File: config.mk
export PLATFORM = sky130hd
export DESIGN_NAME = ip_transport_header_parser_core
export DESIGN_NICKNAME = d
export VERILOG_FILES = /design/src/rtl/core/ithp_pkg.sv /design/src/rtl/core/ithp_front.sv /design/src/rtl/core/ithp_queue.sv /design/src/rtl/core/ithp_back.sv /design/src/rtl/core/ip_transport_header_parser_core.sv
export SDC_FILE = /design/constraint.sdc
export NUM_CORES = 1
export LEC_CHECK = 0
export ABC_CLOCK_PERIOD_IN_PS = 13440
export BUFFER_PORTS_ARGS = -buffer_cell sky130_fd_sc_hd__buf_2
export CORE_ASPECT_RATIO = 0.5
export CORE_UTILIZATION = 35
export CTS_BUF_LIST = sky130_fd_sc_hd__clkbuf_4 sky130_fd_sc_hd__clkbuf_8 sky130_fd_sc_hd__clkbuf_16
export DETAILED_ROUTE_END_ITERATION = 12
export MAX_ROUTING_LAYER = met4
export PLACE_DENSITY = 0.59
export SKIP_CTS_REPAIR_TIMING = 1
export SLEW_MARGIN = 10
export SYNTH_ARGS = -nofsm -noshare
export SYNTH_HDL_FRONTEND = slang
export SYNTH_HIERARCHICAL = 1
export SYNTH_SLANG_ARGS = --single-unit
File: constraint.sdc
create_clock -name clock -period 13.44 [get_ports clock]
set_input_delay 2.688 -clock clock [delete_from_list [all_inputs] [get_ports clock]]
set_output_delay 2.688 -clock clock [all_outputs]
set_load 0.005 [all_outputs]
File: src/rtl/core/ithp_pkg.sv
// Package for the IP / transport header parser: phase codes, protocol numbers,
// result codes, the packet summary and result structs. No dependencies.
package ithp_pkg;

   localparam int MAX_EXT_HEADERS_DEF = 8;
   localparam int QUEUE_DEPTH         = 4;
   localparam int EXT_COUNT_W         = 5;
   localparam int RSP_TDATA_W         = 72;

   localparam logic [15:0] V4_MIN_HDR_BYTES = 16'd20;
   localparam logic [15:0] V6_HDR_BYTES     = 16'd40;
   localparam logic [15:0] V6_LAST_HDR_OFF  = 16'd39;
   localparam logic [15:0] EXT_BASE_BYTES   = 16'd8;

   // IP protocol / next header numbers
   localparam logic [7:0] PROTO_HOPOPT = 8'd0;
   localparam logic [7:0] PROTO_ICMP   = 8'd1;
   localparam logic [7:0] PROTO_IGMP   = 8'd2;
   localparam logic [7:0] PROTO_TCP    = 8'd6;
   localparam logic [7:0] PROTO_UDP    = 8'd17;
   localparam logic [7:0] PROTO_ROUTE  = 8'd43;
   localparam logic [7:0] PROTO_FRAG   = 8'd44;
   localparam logic [7:0] PROTO_ICMP6  = 8'd58;
   localparam logic [7:0] PROTO_DSTOPT = 8'd60;

   // transport codes
   localparam logic [2:0] TR_UNKNOWN = 3'd0;
   localparam logic [2:0] TR_TCP     = 3'd1;
   localparam logic [2:0] TR_UDP     = 3'd2;
   localparam logic [2:0] TR_ICMP    = 3'd3;
   localparam logic [2:0] TR_ICMP6   = 3'd4;
   localparam logic [2:0] TR_IGMP    = 3'd5;

   // status codes
   localparam logic [2:0] ST_OK        = 3'd0;
   localparam logic [2:0] ST_IHL_SHORT = 3'd1;
   localparam logic [2:0] ST_TRUNC     = 3'd2;
   localparam logic [2:0] ST_CLAMPED   = 3'd3;
   localparam logic [2:0] ST_UDP_SHORT = 3'd4;
   localparam logic [2:0] ST_MANY_EXT  = 3'd5;

   typedef enum logic [2:0] {
      PH_IDLE,
      PH_HDR,
      PH_EXT,
      PH_L4,
      PH_DONE,
      PH_IHL,
      PH_MANY
   } phase_type;

   // per-packet summary handed from front to back
   typedef struct packed {
      phase_type   phase;
      logic        is_six;
      logic [7:0]  next_proto;
      logic [15:0] hdr_bytes;
      logic [15:0] length_field;
      logic [15:0] aux_word;     // UDP length or TCP data offset
      logic [15:0] src_port;
      logic [15:0] dst_port;
   } summary_type;

   typedef struct packed {
      logic        is_six;
      logic [2:0]  transport;
      logic [2:0]  status;
      logic [15:0] src_port;
      logic [15:0] dst_port;
      logic [15:0] payload_len;
      logic [15:0] header_len;
   } result_type;

   function automatic logic is_ext_hdr(input logic [7:0] nh);
      return (nh == PROTO_HOPOPT) || (nh == PROTO_ROUTE) ||
             (nh == PROTO_DSTOPT) || (nh == PROTO_FRAG);
   endfunction

   function automatic logic [2:0] map_transport(input logic [7:0] p);
      logic [2:0] tr;
      case (p)
         PROTO_TCP:   tr = TR_TCP;
         PROTO_UDP:   tr = TR_UDP;
         PROTO_ICMP:  tr = TR_ICMP;
         PROTO_ICMP6: tr = TR_ICMP6;
         PROTO_IGMP:  tr = TR_IGMP;
         default:     tr = TR_UNKNOWN;
      endcase
      return tr;
   endfunction

endpackage

File: src/rtl/core/ithp_front.sv
// Front end of the header parser: per-byte walk of IP, extension and L4 headers.
// Emits one packet summary on the last byte. Depends on ithp_pkg.
module ithp_front #(
   parameter int MAX_EXT_HEADERS = ithp_pkg::MAX_EXT_HEADERS_DEF
) (
   input  logic                clock,
   input  logic                reset,
   input  logic                byte_take,   // byte transfer this cycle
   input  logic [7:0]          pkt_byte,
   input  logic                first_byte,
   input  logic                last_byte,
   input  logic                family_six,
   output logic                sum_push,
   output ithp_pkg::summary_type sum_data
);
   import ithp_pkg::*;

   phase_type                phase_ff, phase_in;
   logic                     fam_ff, fam_in;
   logic [15:0]              off_ff, off_in;
   logic [15:0]              ihb_ff, ihb_in;
   logic [15:0]              len_ff, len_in;
   logic [7:0]               np_ff, np_in;
   logic [15:0]              eeo_ff, eeo_in;
   logic [EXT_COUNT_W-1:0]   cnt_ff, cnt_in;
   logic [15:0]              sp_ff, sp_in;
   logic [15:0]              dp_ff, dp_in;
   logic [15:0]              aux_ff, aux_in;

   logic [15:0] o;
   logic [16:0] o_inc;
   logic [15:0] rel;
   logic        do_enter;

   always_ff @(posedge clock) begin
      if (reset) begin
         phase_ff <= PH_IDLE;
         fam_ff   <= 1'b0;
         off_ff   <= '0;
         ihb_ff   <= '0;
         len_ff   <= '0;
         np_ff    <= '0;
         eeo_ff   <= '0;
         cnt_ff   <= '0;
         sp_ff    <= '0;
         dp_ff    <= '0;
         aux_ff   <= '0;
      end else begin
         phase_ff <= phase_in;
         fam_ff   <= fam_in;
         off_ff   <= off_in;
         ihb_ff   <= ihb_in;
         len_ff   <= len_in;
         np_ff    <= np_in;
         eeo_ff   <= eeo_in;
         cnt_ff   <= cnt_in;
         sp_ff    <= sp_in;
         dp_ff    <= dp_in;
         aux_ff   <= aux_in;
      end
   end

   always_comb begin
      phase_in = phase_ff;
      fam_in   = fam_ff;
      off_in   = off_ff;
      ihb_in   = ihb_ff;
      len_in   = len_ff;
      np_in    = np_ff;
      eeo_in   = eeo_ff;
      cnt_in   = cnt_ff;
      sp_in    = sp_ff;
      dp_in    = dp_ff;
      aux_in   = aux_ff;
      o        = '0;
      o_inc    = '0;
      rel      = '0;
      do_enter = 1'b0;
      sum_push = 1'b0;
      sum_data = '0;

      if (byte_take) begin
         // a first byte restarts the walk, dropping any open packet
         if (first_byte) begin
            phase_in = PH_HDR;
            fam_in   = family_six;
            off_in   = '0;
            ihb_in   = '0;
            len_in   = '0;
            np_in    = '0;
            eeo_in   = '0;
            cnt_in   = '0;
            sp_in    = '0;
            dp_in    = '0;
            aux_in   = '0;
         end

         if (phase_in != PH_IDLE) begin
            o     = off_in;
            o_inc = {1'b0, off_in} + 17'd1;
            rel   = (off_in >= ihb_in) ? (off_in - ihb_in) : 16'hFFFF;

            case (phase_in)
               PH_HDR: begin
                  if (!fam_in) begin
                     if (o == 16'd0) begin
                        ihb_in = {10'd0, pkt_byte[3:0], 2'b00};
                        if (ihb_in < V4_MIN_HDR_BYTES) phase_in = PH_IHL;
                     end else if (o == 16'd2) begin
                        len_in[15:8] = pkt_byte;
                     end else if (o == 16'd3) begin
                        len_in[7:0] = pkt_byte;
                     end else if (o == 16'd9) begin
                        np_in = pkt_byte;
                     end
                     if (phase_in == PH_HDR && o_inc == {1'b0, ihb_in}) do_enter = 1'b1;
                  end else begin
                     if (o == 16'd4) begin
                        len_in[15:8] = pkt_byte;
                     end else if (o == 16'd5) begin
                        len_in[7:0] = pkt_byte;
                     end else if (o == 16'd6) begin
                        np_in = pkt_byte;
                     end else if (o == V6_LAST_HDR_OFF) begin
                        ihb_in   = V6_HDR_BYTES;
                        do_enter = 1'b1;
                     end
                  end
               end
               PH_EXT: begin
                  if (rel == 16'd0) begin
                     aux_in = {8'd0, pkt_byte};
                  end else if (rel == 16'd1 && np_in != PROTO_FRAG) begin
                     eeo_in = eeo_in + {5'd0, pkt_byte, 3'b000};
                  end
                  if (o_inc == {1'b0, eeo_in}) begin
                     ihb_in   = eeo_in;
                     np_in    = aux_in[7:0];
                     do_enter = 1'b1;
                  end
               end
               PH_L4: begin
                  if (rel == 16'd0)      sp_in[15:8] = pkt_byte;
                  else if (rel == 16'd1) sp_in[7:0]  = pkt_byte;
                  else if (rel == 16'd2) dp_in[15:8] = pkt_byte;
                  else if (rel == 16'd3) dp_in[7:0]  = pkt_byte;
                  if (np_in == PROTO_TCP) begin
                     if (rel == 16'd12) aux_in = {12'd0, pkt_byte[7:4]};
                     if (rel == 16'd19) phase_in = PH_DONE;
                  end else begin
                     if (rel == 16'd4)      aux_in[15:8] = pkt_byte;
                     else if (rel == 16'd5) aux_in[7:0]  = pkt_byte;
                     if (rel == 16'd7) phase_in = PH_DONE;
                  end
               end
               default: begin
               end
            endcase

            // header finished: pick what follows at ihb_in
            if (do_enter) begin
               if (np_in == PROTO_TCP || np_in == PROTO_UDP) begin
                  aux_in   = '0;
                  phase_in = PH_L4;
               end else if (fam_in && is_ext_hdr(np_in)) begin
                  if (cnt_in >= EXT_COUNT_W'(MAX_EXT_HEADERS)) begin
                     phase_in = PH_MANY;
                  end else begin
                     cnt_in   = cnt_in + 1'b1;
                     eeo_in   = ihb_in + EXT_BASE_BYTES;
                     aux_in   = '0;
                     phase_in = PH_EXT;
                  end
               end else begin
                  phase_in = PH_DONE;
               end
            end

            if (off_in != 16'hFFFF) off_in = off_in + 16'd1;

            if (last_byte) begin
               sum_push              = 1'b1;
               sum_data.phase        = phase_in;
               sum_data.is_six       = fam_in;
               sum_data.next_proto   = np_in;
               sum_data.hdr_bytes    = ihb_in;
               sum_data.length_field = len_in;
               sum_data.aux_word     = aux_in;
               sum_data.src_port     = sp_in;
               sum_data.dst_port     = dp_in;
               phase_in              = PH_IDLE;
            end
         end
      end
   end

endmodule

File: src/rtl/core/ithp_queue.sv
// Short summary queue between parser front and result back end.
// Register storage, one write and one read per cycle. Depends on ithp_pkg.
module ithp_queue (
   input  logic                  clock,
   input  logic                  reset,
   input  logic                  push,
   input  ithp_pkg::summary_type wr_data,
   output logic                  full,
   input  logic                  pop,
   output logic                  head_valid,
   output ithp_pkg::summary_type head
);
   import ithp_pkg::*;

   localparam int PtrW = (QUEUE_DEPTH > 1) ? $clog2(QUEUE_DEPTH) : 1;
   localparam int CntW = $clog2(QUEUE_DEPTH + 1);

   summary_type         mem_ff [QUEUE_DEPTH];
   logic [PtrW-1:0]     wr_ptr_ff, wr_ptr_in;
   logic [PtrW-1:0]     rd_ptr_ff, rd_ptr_in;
   logic [CntW-1:0]     cnt_ff, cnt_in;

   assign full       = (cnt_ff == CntW'(QUEUE_DEPTH));
   assign head_valid = (cnt_ff != '0);
   assign head       = mem_ff[rd_ptr_ff];

   always_comb begin
      wr_ptr_in = wr_ptr_ff;
      rd_ptr_in = rd_ptr_ff;
      cnt_in    = cnt_ff;
      if (push) begin
         wr_ptr_in = (wr_ptr_ff == PtrW'(QUEUE_DEPTH - 1)) ? '0 : wr_ptr_ff + 1'b1;
      end
      if (pop) begin
         rd_ptr_in = (rd_ptr_ff == PtrW'(QUEUE_DEPTH - 1)) ? '0 : rd_ptr_ff + 1'b1;
      end
      if (push && !pop)      cnt_in = cnt_ff + 1'b1;
      else if (pop && !push) cnt_in = cnt_ff - 1'b1;
   end

   always_ff @(posedge clock) begin
      if (reset) begin
         wr_ptr_ff <= '0;
         rd_ptr_ff <= '0;
         cnt_ff    <= '0;
      end else begin
         wr_ptr_ff <= wr_ptr_in;
         rd_ptr_ff <= rd_ptr_in;
         cnt_ff    <= cnt_in;
      end
   end

   always_ff @(posedge clock) begin
      if (push) mem_ff[wr_ptr_ff] <= wr_data;
   end

endmodule

File: src/rtl/core/ithp_back.sv
// Back end of the header parser: turns a packet summary into the result item
// (transport, status, lengths) and holds it in the output register. Uses ithp_pkg.
module ithp_back (
   input  logic                  clock,
   input  logic                  reset,
   input  logic                  head_valid,
   input  ithp_pkg::summary_type head,
   output logic                  pop,
   output logic                  out_valid,
   input  logic                  out_ready,
   output ithp_pkg::result_type  out_data
);
   import ithp_pkg::*;

   logic              out_valid_ff, out_valid_in;
   result_type        out_ff, res;
   logic [15:0]       ext_bytes;
   logic [15:0]       sub_ip;
   logic signed [19:0] tcp_diff;
   logic signed [19:0] icmp_diff;
   logic [2:0]        tr;

   assign pop       = head_valid && (!out_valid_ff || out_ready);
   assign out_valid = out_valid_ff;
   assign out_data  = out_ff;

   always_comb begin
      ext_bytes = (head.is_six && head.hdr_bytes >= V6_HDR_BYTES) ?
                  (head.hdr_bytes - V6_HDR_BYTES) : 16'd0;
      sub_ip    = head.is_six ? ext_bytes : head.hdr_bytes;
      tcp_diff  = $signed({4'd0, head.length_field}) - $signed({4'd0, sub_ip})
                  - $signed({2'd0, head.aux_word, 2'b00});
      icmp_diff = $signed({4'd0, head.length_field}) - $signed({4'd0, ext_bytes})
                  - 20'sd8;
      tr        = map_transport(head.next_proto);

      res            = '0;
      res.is_six     = head.is_six;
      res.header_len = head.hdr_bytes;
      res.transport  = TR_UNKNOWN;
      res.status     = ST_OK;
      case (head.phase)
         PH_IHL:  res.status = ST_IHL_SHORT;
         PH_MANY: res.status = ST_MANY_EXT;
         PH_DONE: begin
            res.transport = tr;
            if (tr == TR_TCP) begin
               res.src_port = head.src_port;
               res.dst_port = head.dst_port;
               if (tcp_diff < 0) res.status = ST_CLAMPED;
               else              res.payload_len = tcp_diff[15:0];
            end else if (tr == TR_UDP) begin
               res.src_port = head.src_port;
               res.dst_port = head.dst_port;
               if (head.aux_word >= 16'd8) res.payload_len = head.aux_word - 16'd8;
               else                        res.status = ST_UDP_SHORT;
            end else if (tr == TR_ICMP6 && head.is_six) begin
               if (icmp_diff < 0) res.status = ST_CLAMPED;
               else               res.payload_len = icmp_diff[15:0];
            end
         end
         default: res.status = ST_TRUNC;
      endcase

      if (pop)            out_valid_in = 1'b1;
      else if (out_ready) out_valid_in = 1'b0;
      else                out_valid_in = out_valid_ff;
   end

   always_ff @(posedge clock) begin
      if (reset) out_valid_ff <= 1'b0;
      else       out_valid_ff <= out_valid_in;
   end

   always_ff @(posedge clock) begin
      if (pop) out_ff <= res;
   end

endmodule

File: src/rtl/core/ip_transport_header_parser_core.sv
// Top level of the IP / transport header parser.
// Instantiates ithp_front, ithp_queue and ithp_back; uses ithp_pkg.
//
// Packet bytes stream in one per transfer, starting at an IPv4 or IPv6 header
// (first byte flagged in req_tuser[0], family in req_tuser[1], last byte on
// req_tlast). The block takes one byte every cycle while req_tready is high;
// each byte updates a few counters and fields in the front end, which walks
// the IP header, up to MAX_EXT_HEADERS IPv6 extension headers (hop-by-hop,
// routing, destination, fragment) and the first TCP or UDP bytes. On the last
// byte a packet summary goes into a four-entry queue; the back end computes
// transport, status, ports, payload and header length and shows the result
// on rsp_tvalid from its output register. Bytes outside a packet are dropped,
// and a new first byte discards an open packet without a result. req_tready
// falls only while the queue is full, i.e. when four summaries are waiting
// behind a stalled rsp_tready.
module ip_transport_header_parser_core #(
   parameter int MAX_EXT_HEADERS = ithp_pkg::MAX_EXT_HEADERS_DEF
) (
   input  logic                              clock,
   input  logic                              reset,
   input  logic                              req_tvalid,
   output logic                              req_tready,
   input  logic [7:0]                        req_tdata,  // pkt_byte
   input  logic                              req_tlast,  // last_byte
   input  logic [1:0]                        req_tuser,  // first_byte, family_six
   output logic                              rsp_tvalid,
   input  logic                              rsp_tready,
   // transport[2:0], status[5:3], src_port[21:6], dst_port[37:22],
   // payload_len[53:38], header_len[69:54], zero pad[71:70]
   output logic [ithp_pkg::RSP_TDATA_W-1:0]  rsp_tdata,
   output logic                              rsp_tuser   // is_six
);
   import ithp_pkg::*;

   logic        q_full;
   logic        byte_take;
   logic        sum_push;
   summary_type sum_data;
   logic        head_valid;
   summary_type head;
   logic        pop;
   result_type  res;

   assign req_tready = !q_full;
   assign byte_take  = req_tvalid && req_tready;

   ithp_front #(
      .MAX_EXT_HEADERS (MAX_EXT_HEADERS)
   ) u_front (
      .clock      (clock),
      .reset      (reset),
      .byte_take  (byte_take),
      .pkt_byte   (req_tdata),
      .first_byte (req_tuser[0]),
      .last_byte  (req_tlast),
      .family_six (req_tuser[1]),
      .sum_push   (sum_push),
      .sum_data   (sum_data)
   );

   ithp_queue u_queue (
      .clock      (clock),
      .reset      (reset),
      .push       (sum_push),
      .wr_data    (sum_data),
      .full       (q_full),
      .pop        (pop),
      .head_valid (head_valid),
      .head       (head)
   );

   ithp_back u_back (
      .clock      (clock),
      .reset      (reset),
      .head_valid (head_valid),
      .head       (head),
      .pop        (pop),
      .out_valid  (rsp_tvalid),
      .out_ready  (rsp_tready),
      .out_data   (res)
   );

   assign rsp_tuser = res.is_six;
   assign rsp_tdata = {2'b00, res.header_len, res.payload_len, res.dst_port,
                       res.src_port, res.status, res.transport};

endmodule

Word-level counts from Yosys, hierarchy flattened. Memory sizes are Yosys's and may differ from the RTL's. A register that Yosys moved wholly into a read port is not among the register bits. Index checks and enable logic that the tools add are counted.

Equality and inequality tests: 43. Add/sub/neg operators: 16. $lt $le $gt $ge: 7. Reduce and logical (&&, ||, !) cells: 25. Multiplexer cells: 159.

Operators by type and width (count): 2-to-1 mux 16 bit (64); 2-to-1 mux 92 bit (3); 2-to-1 mux 8 bit (29); == test 16 x 3 -> 1 bit, second input constant (6); 2-to-1 mux 3 bit (22); == test 16 x 2 -> 1 bit, second input constant (4); one-hot mux 16 bit (2 select lines) (2); 2-to-1 mux 51 bit (1); less-than comparator 20 x 1 -> 1 bit, second input constant (2); 2-to-1 mux 5 bit (7); == test 17 x 16 -> 1 bit (2); subtractor 16 x 16 -> 17 bit (2); == test 16 x 4 -> 1 bit, second input constant (2); == test 8 x 6 -> 1 bit, second input constant (4); logical NOT 16 bit (2); 2-to-1 mux 32 bit (1); == test 8 x 3 -> 1 bit, second input constant (3); subtractor 17 x 19 -> 20 bit (1); 2-to-1 mux 1 bit (18); subtractor 17 x 5 -> 18 bit, second input constant (1); adder 16 x 1 -> 17 bit, second input constant (1); adder 16 x 1 -> 16 bit, second input constant (1); adder 16 x 11 -> 16 bit (1); adder 16 x 4 -> 16 bit, second input constant (1); 36 further kinds (70).

Flip-flop bits (word level): 208. Input port bits: 15. Output and inout bits: 75. Bits in writable memories: 368. Memories: 1. Word-level logic and storage cells: 273.

Memory list: u_queue.mem_ff (words 4, width 92, rd ports 1, clocked after memory_dff 1, wr ports 1, line ithp_queue.sv:18) `summary_type mem_ff [QUEUE_DEPTH];`.

Depth between registers and ports, before layout.
Word-level depth: 29. Mapped depth: 36. Mapped depth without buffers: 25.

By module. Netlist, hierarchy kept.

By module, submodules not included: ithp_queue (cells an instance 524, instances 1, area each 13718.2 µm², sequential area each 11230.8 µm²); ithp_front (cells an instance 1615, instances 1, area each 11144.4 µm², sequential area each 2582.5 µm²); ithp_back (cells an instance 654, instances 1, area each 6193.4 µm², sequential area each 2152.1 µm²); ip_transport_header_parser_core (cells an instance 5, instances 1, area each 28.8 µm², sequential area each 0.0 µm²).

Least setup slack after synthesis. Ideal clock, no wire load.

Kind: input-to-reg. From: in req_tuser[0]. To: mem u_queue/mem_ff[0][34] (netlist bit) (data pin). Buffers on the path: 15. Setup slack: 2.609 ns. Data arrival time: 10.562 ns. Stages: 34. Path through: buf_2 > buf_2 > buf_2 > clkbuf_1 > buf_2 > buf_1 > clkbuf_1 > clkbuf_1 > clkbuf_1 > clkbuf_1 > clkbuf_1 > clkbuf_1 > nor2b_1 > ha_1 > nand2b_1 > a211oi_1 > a21oi_1 > o21ai_2 > a2111o_1 > a311oi_2 > and4_1 > and4_1 > clkbuf_1 > clkbuf_1 > mux2_2 > nand2_1 > o211ai_1 > or4b_1 > a2111o_1 > inv_1 > o21ai_1 > nand2_1 > buf_2 > nor2_1.

RTL lines: from (decl) (line ip_transport_header_parser_core.sv:25) `input logic [1:0] req_tuser,`; to (decl) (line ithp_queue.sv:18).

==> impl_metrics.env <==
export IMPL_nets=2929
export IMPL_start_util_pct=35.7
export IMPL_clock_skew_ns=0.0476
export IMPL_required_ns=13.77
export IMPL_grt_setup_unrepaired="false"
export IMPL_netlist_instances=2798
export IMPL_routed_wl_um=89900
export IMPL_cts_tree="built"
export IMPL_die_area_um2=90100
export IMPL_layout_worst_path_cycle_share_pct=78.1
export IMPL_clockBufferDepth=3
export IMPL_worstSetupPathType="in2reg"
export IMPL_syn_area_per_cell_um2=11.1
export IMPL_cp_slowest_stage_delay_ns=0.75
export IMPL_clock_sinks=578
export IMPL_hold_ws_ns=0.455
export IMPL_grt_pass1_vias=21707
export IMPL_reg2reg_slack_ns=4.78
export IMPL_cap_violations=0
export IMPL_antenna_found_initial=2
export IMPL_gp_congestion=0.981
export IMPL_ff2ff_path_depth=25
export IMPL_grtUsageTotal_pct=20.2
export IMPL_root_buffer="clkbuf_16"
export IMPL_total_leakage_power_nw=12.1
export IMPL_violations="design-rule violations"
export IMPL_insertion_delay_ns=0.65
export IMPL_drtAntennaViolNets=0
export IMPL_end_kind="flip-flop"
export IMPL_run_status="finished with violations"
export IMPL_cp_max_fo=28
export IMPL_worstMarginPinSlew_ns=1.39
export IMPL_yosys_area_share_simple_pct=15.9
export IMPL_cp_arrival_ns=10.83
export IMPL_die_h_um=213
export IMPL_fmax_mhz=95.2
export IMPL_synth_xor_area_share_pct=3.93
export IMPL_setup_viol_count_final=0
export IMPL_grt_start_max_net_pins=79
export IMPL_min_path_type="reg2reg"
export IMPL_grt_pass1_wl_um=135000
export IMPL_async_reset_ff_share_pct=0
export IMPL_cts_buffers=55
export IMPL_first_pass_iters=10
export IMPL_cp_cell_sequence="buf_4 -> clkinv_1 -> nand2_1 -> ha_1 -> inv_1 -> ha_1 -> or2_2 -> o32a_1 -> nand2_2 -> o21ai_2 -> a2111o_1 -> a311oi_2 -> nand4_1 -> o21ai_1 -> a21oi_1 -> or3_1 -> o311ai_1 -> o211ai_1 -> or4b_1 -> a2111o_1 -> inv_1 -> o21ai_1 -> nand2_1 -> a21oi_1"
export IMPL_synth_compound_area_share_pct=13.9
export IMPL_vias=22965
export IMPL_endpoint="u_queue/mem_ff[2][47]"
export IMPL_timing_final_crit_period_ns=10.50
export IMPL_syn_to_final_growth_pct=11.4
export IMPL_drc=2
export IMPL_fin_util_pct=39.8
export IMPL_fp_dieW_um=423
export IMPL_portBuffers=87
export IMPL_finalSetupTns_ns=0
export IMPL_hpwl_um=62600
export IMPL_avgViaCountPerCell=5.67
export IMPL_synth_warnings=6
export IMPL_vdd_ir_drop_max_uv=146
export IMPL_gr_usage_met3_pct=3.44
export IMPL_hold_viol_final=0
export IMPL_clkTransAtPathRegs_ns=0.07
export IMPL_slew_violations=0
export IMPL_crit_family="compound AO/OA/AOI/OAI gates"
export IMPL_cts_htree_levels=2
export IMPL_grt_util_met2_pct=29.8
export IMPL_cp_num_buf_inv=4
export IMPL_drive_gt1_share_pct=13.9
export IMPL_core_area_um2=87000
export IMPL_synth_area_um2=31100
export IMPL_cellPowerDensity_nw_per_um2=198
export IMPL_post_drt_wl_per_cell_um=22.2
export IMPL_grt_ovfl_total=0
export IMPL_path_depth=24
export IMPL_synth_edf_count=439
export IMPL_synth_top_family_by_area="simple AND/OR/NAND/NOR gates"
export IMPL_crit_slowest_cell="clkinv_1"
export IMPL_synth_fa_ha_area_share_pct=3.58
export IMPL_top_usage_layer="met2"
export IMPL_ys_types=112
export IMPL_fp_row_count=76
export IMPL_crit_start="req_tuser[0]"
export IMPL_start_kind="input pin"
export IMPL_synth_ff_type="edfxtp_1"
export IMPL_io_pins=90
export IMPL_synth_area_mux_share_pct=7.84
export IMPL_slew_headroom_pct=6.66
export IMPL_rr_endpoint="u_back/out_data[24]"
export IMPL_ys_ff_latch=578
export IMPL_seq_area_frac_synth_pct=51.4
export IMPL_use_met1_pct=28.9
export IMPL_drt_initial_drc_count=2406
[sequential cells by signal, indices dropped and copies added (netlist names), 3 cells and up, named ones only]
register	cells
u_front/aux_ff	16
u_front/eeo_ff	16
u_front/len_ff	16
u_front/sp_ff	16
u_front/dp_ff	16
u_front/off_ff	16
u_front/np_ff	8
u_queue/cnt_ff	3
u_queue/mem_ff	368
u_front/ihb_ff	16
u_front/phase_ff	3
u_back/out_data	71
u_front/cnt_ff	5
[cells in the mapped netlist, drive strengths merged (22+ instances only)]
library cell / count / share of area (%)
edfxtp: 439 / 42
nor2: 312 / 3.8
nand2: 226 / 2.7
a21oi: 185 / 3.0
dfxtp: 139 / 9.0
o21ai: 124 / 2.1
clkbuf: 113 / 1.4
mux4: 92 / 6.7
inv: 88 / 1.1
xnor2: 84 / 2.4
ha: 81 / 3.3
nor3: 63 / 1.1
and2: 60 / 1.2
nor3b: 59 / 1.4
xor2: 52 / 1.5
buf: 45 / 0.98
a211oi: 44 / 1.1
nand3: 44 / 0.71
a22oi: 41 / 1.0
nor2b: 40 / 0.81
a32oi: 28 / 0.79
nand2b: 28 / 0.59
nor4: 26 / 0.56
or3: 26 / 0.54
nand4: 25 / 0.50
mux2i: 23 / 0.74
o211ai: 22 / 0.56
o21a: 22 / 0.56
[worst register-to-register path: stages (launching register included)]
cell and delay [ns]:
dfxtp_4 0.81, buf_4 0.80, mux4_2 0.78, nor4_1 0.45, nand3_1 0.20, nor3_1 0.74
nand2_1 0.31, and2_1 0.25, ha_1 0.20, nor2b_1 0.12, o21ai_0 0.15, a21boi_0 0.28
o21ai_0 0.19, a21oi_1 0.35, nand2_1 0.13, a31o_2 0.30, a31oi_1 0.23, xor2_1 0.11
ha_1 0.31, o21ai_0 0.09, nand2b_1 0.08, a21oi_1 0.06, nor4b_1 0.35, o211a_1 0.34
nand2_1 0.47, o221ai_2 0.40
[cell type report]
cell class                      instances  area [um2]
Antenna cell                            2        5.00
Clock buffer                           71        1520
Clock inverter                         33         452
Fill cell                            8317       52400
Inverter                               89         334
Multi-Input combinational cell       1974       14100
Sequential cell                       578       16000
Tap cell                             1170        1460
Timing Repair Buffer                  130         763
[how the worst min path moves through the flow]
stage / start / end / slack, ns / depth (start not counted)
floorplan: u_front/aux_ff[0] / u_front/aux_ff[0] / 0.42 / 2
global placement: u_front/aux_ff[3] / u_front/aux_ff[3] / 0.43 / 2
detailed placement: u_front/aux_ff[7] / u_front/aux_ff[7] / 0.44 / 2
CTS: u_front/aux_ff[1] / u_front/aux_ff[1] / 0.46 / 2
global route: u_front/aux_ff[3] / u_front/aux_ff[3] / 0.48 / 2
finish: u_front/aux_ff[1] / u_front/aux_ff[1] / 0.45 / 2
[routing by layer]
metal	wire length, um	part of all wire, %	up-vias
met1	42100	47	11500
met5	0	0	-
met4	1740	1.9	0
met2	39600	44	787
li1	-	-	10565
met3	6460	7.2	113
[layout by cell type, fill, tap and decap left out, drive strengths merged, types with 63 or more instances in the layout]
| cell type | instances |
|---|---|
| a21oi | 185 |
| buf | 130 |
| clkbuf | 71 |
| dfxtp | 139 |
| edfxtp | 439 |
| ha | 81 |
| inv | 91 |
| mux4 | 92 |
| nand2 | 226 |
| nor2 | 312 |
| nor3 | 63 |
| o21ai | 124 |
| xnor2 | 84 |
[stage by stage]
step	power [mW]	setup WS, ns	cells	instance area [um2]
floorplan	4.43	2.61	2799	31100
global placement	5.16	2.52	3941	32600
detailed placement	5.18	2.35	3941	32600
CTS	6.88	3.09	4045	34600
global route	7.25	2.54	4047	34600
finish	6.85	2.94	4047	34600
[logic make-up after synthesis]
logic type | count (synthesis)
adders and majority gates | 86
AOI/OAI and AO/OA | 638
DFF | 578
and+or+nand+nor | 984
muxes | 127
xor gates and xnor gates | 137
other | 1
buffers and inverters | 247
[power breakdown]
group	total (mW)	switching, mW	internal (mW)
clock	1.68	0.721	0.962
combinational	2.96	1.79	1.17
sequential	2.20	0.103	2.10
total	6.85	2.61	4.24
Note: power is estimated with default switching activity, not from simulation.
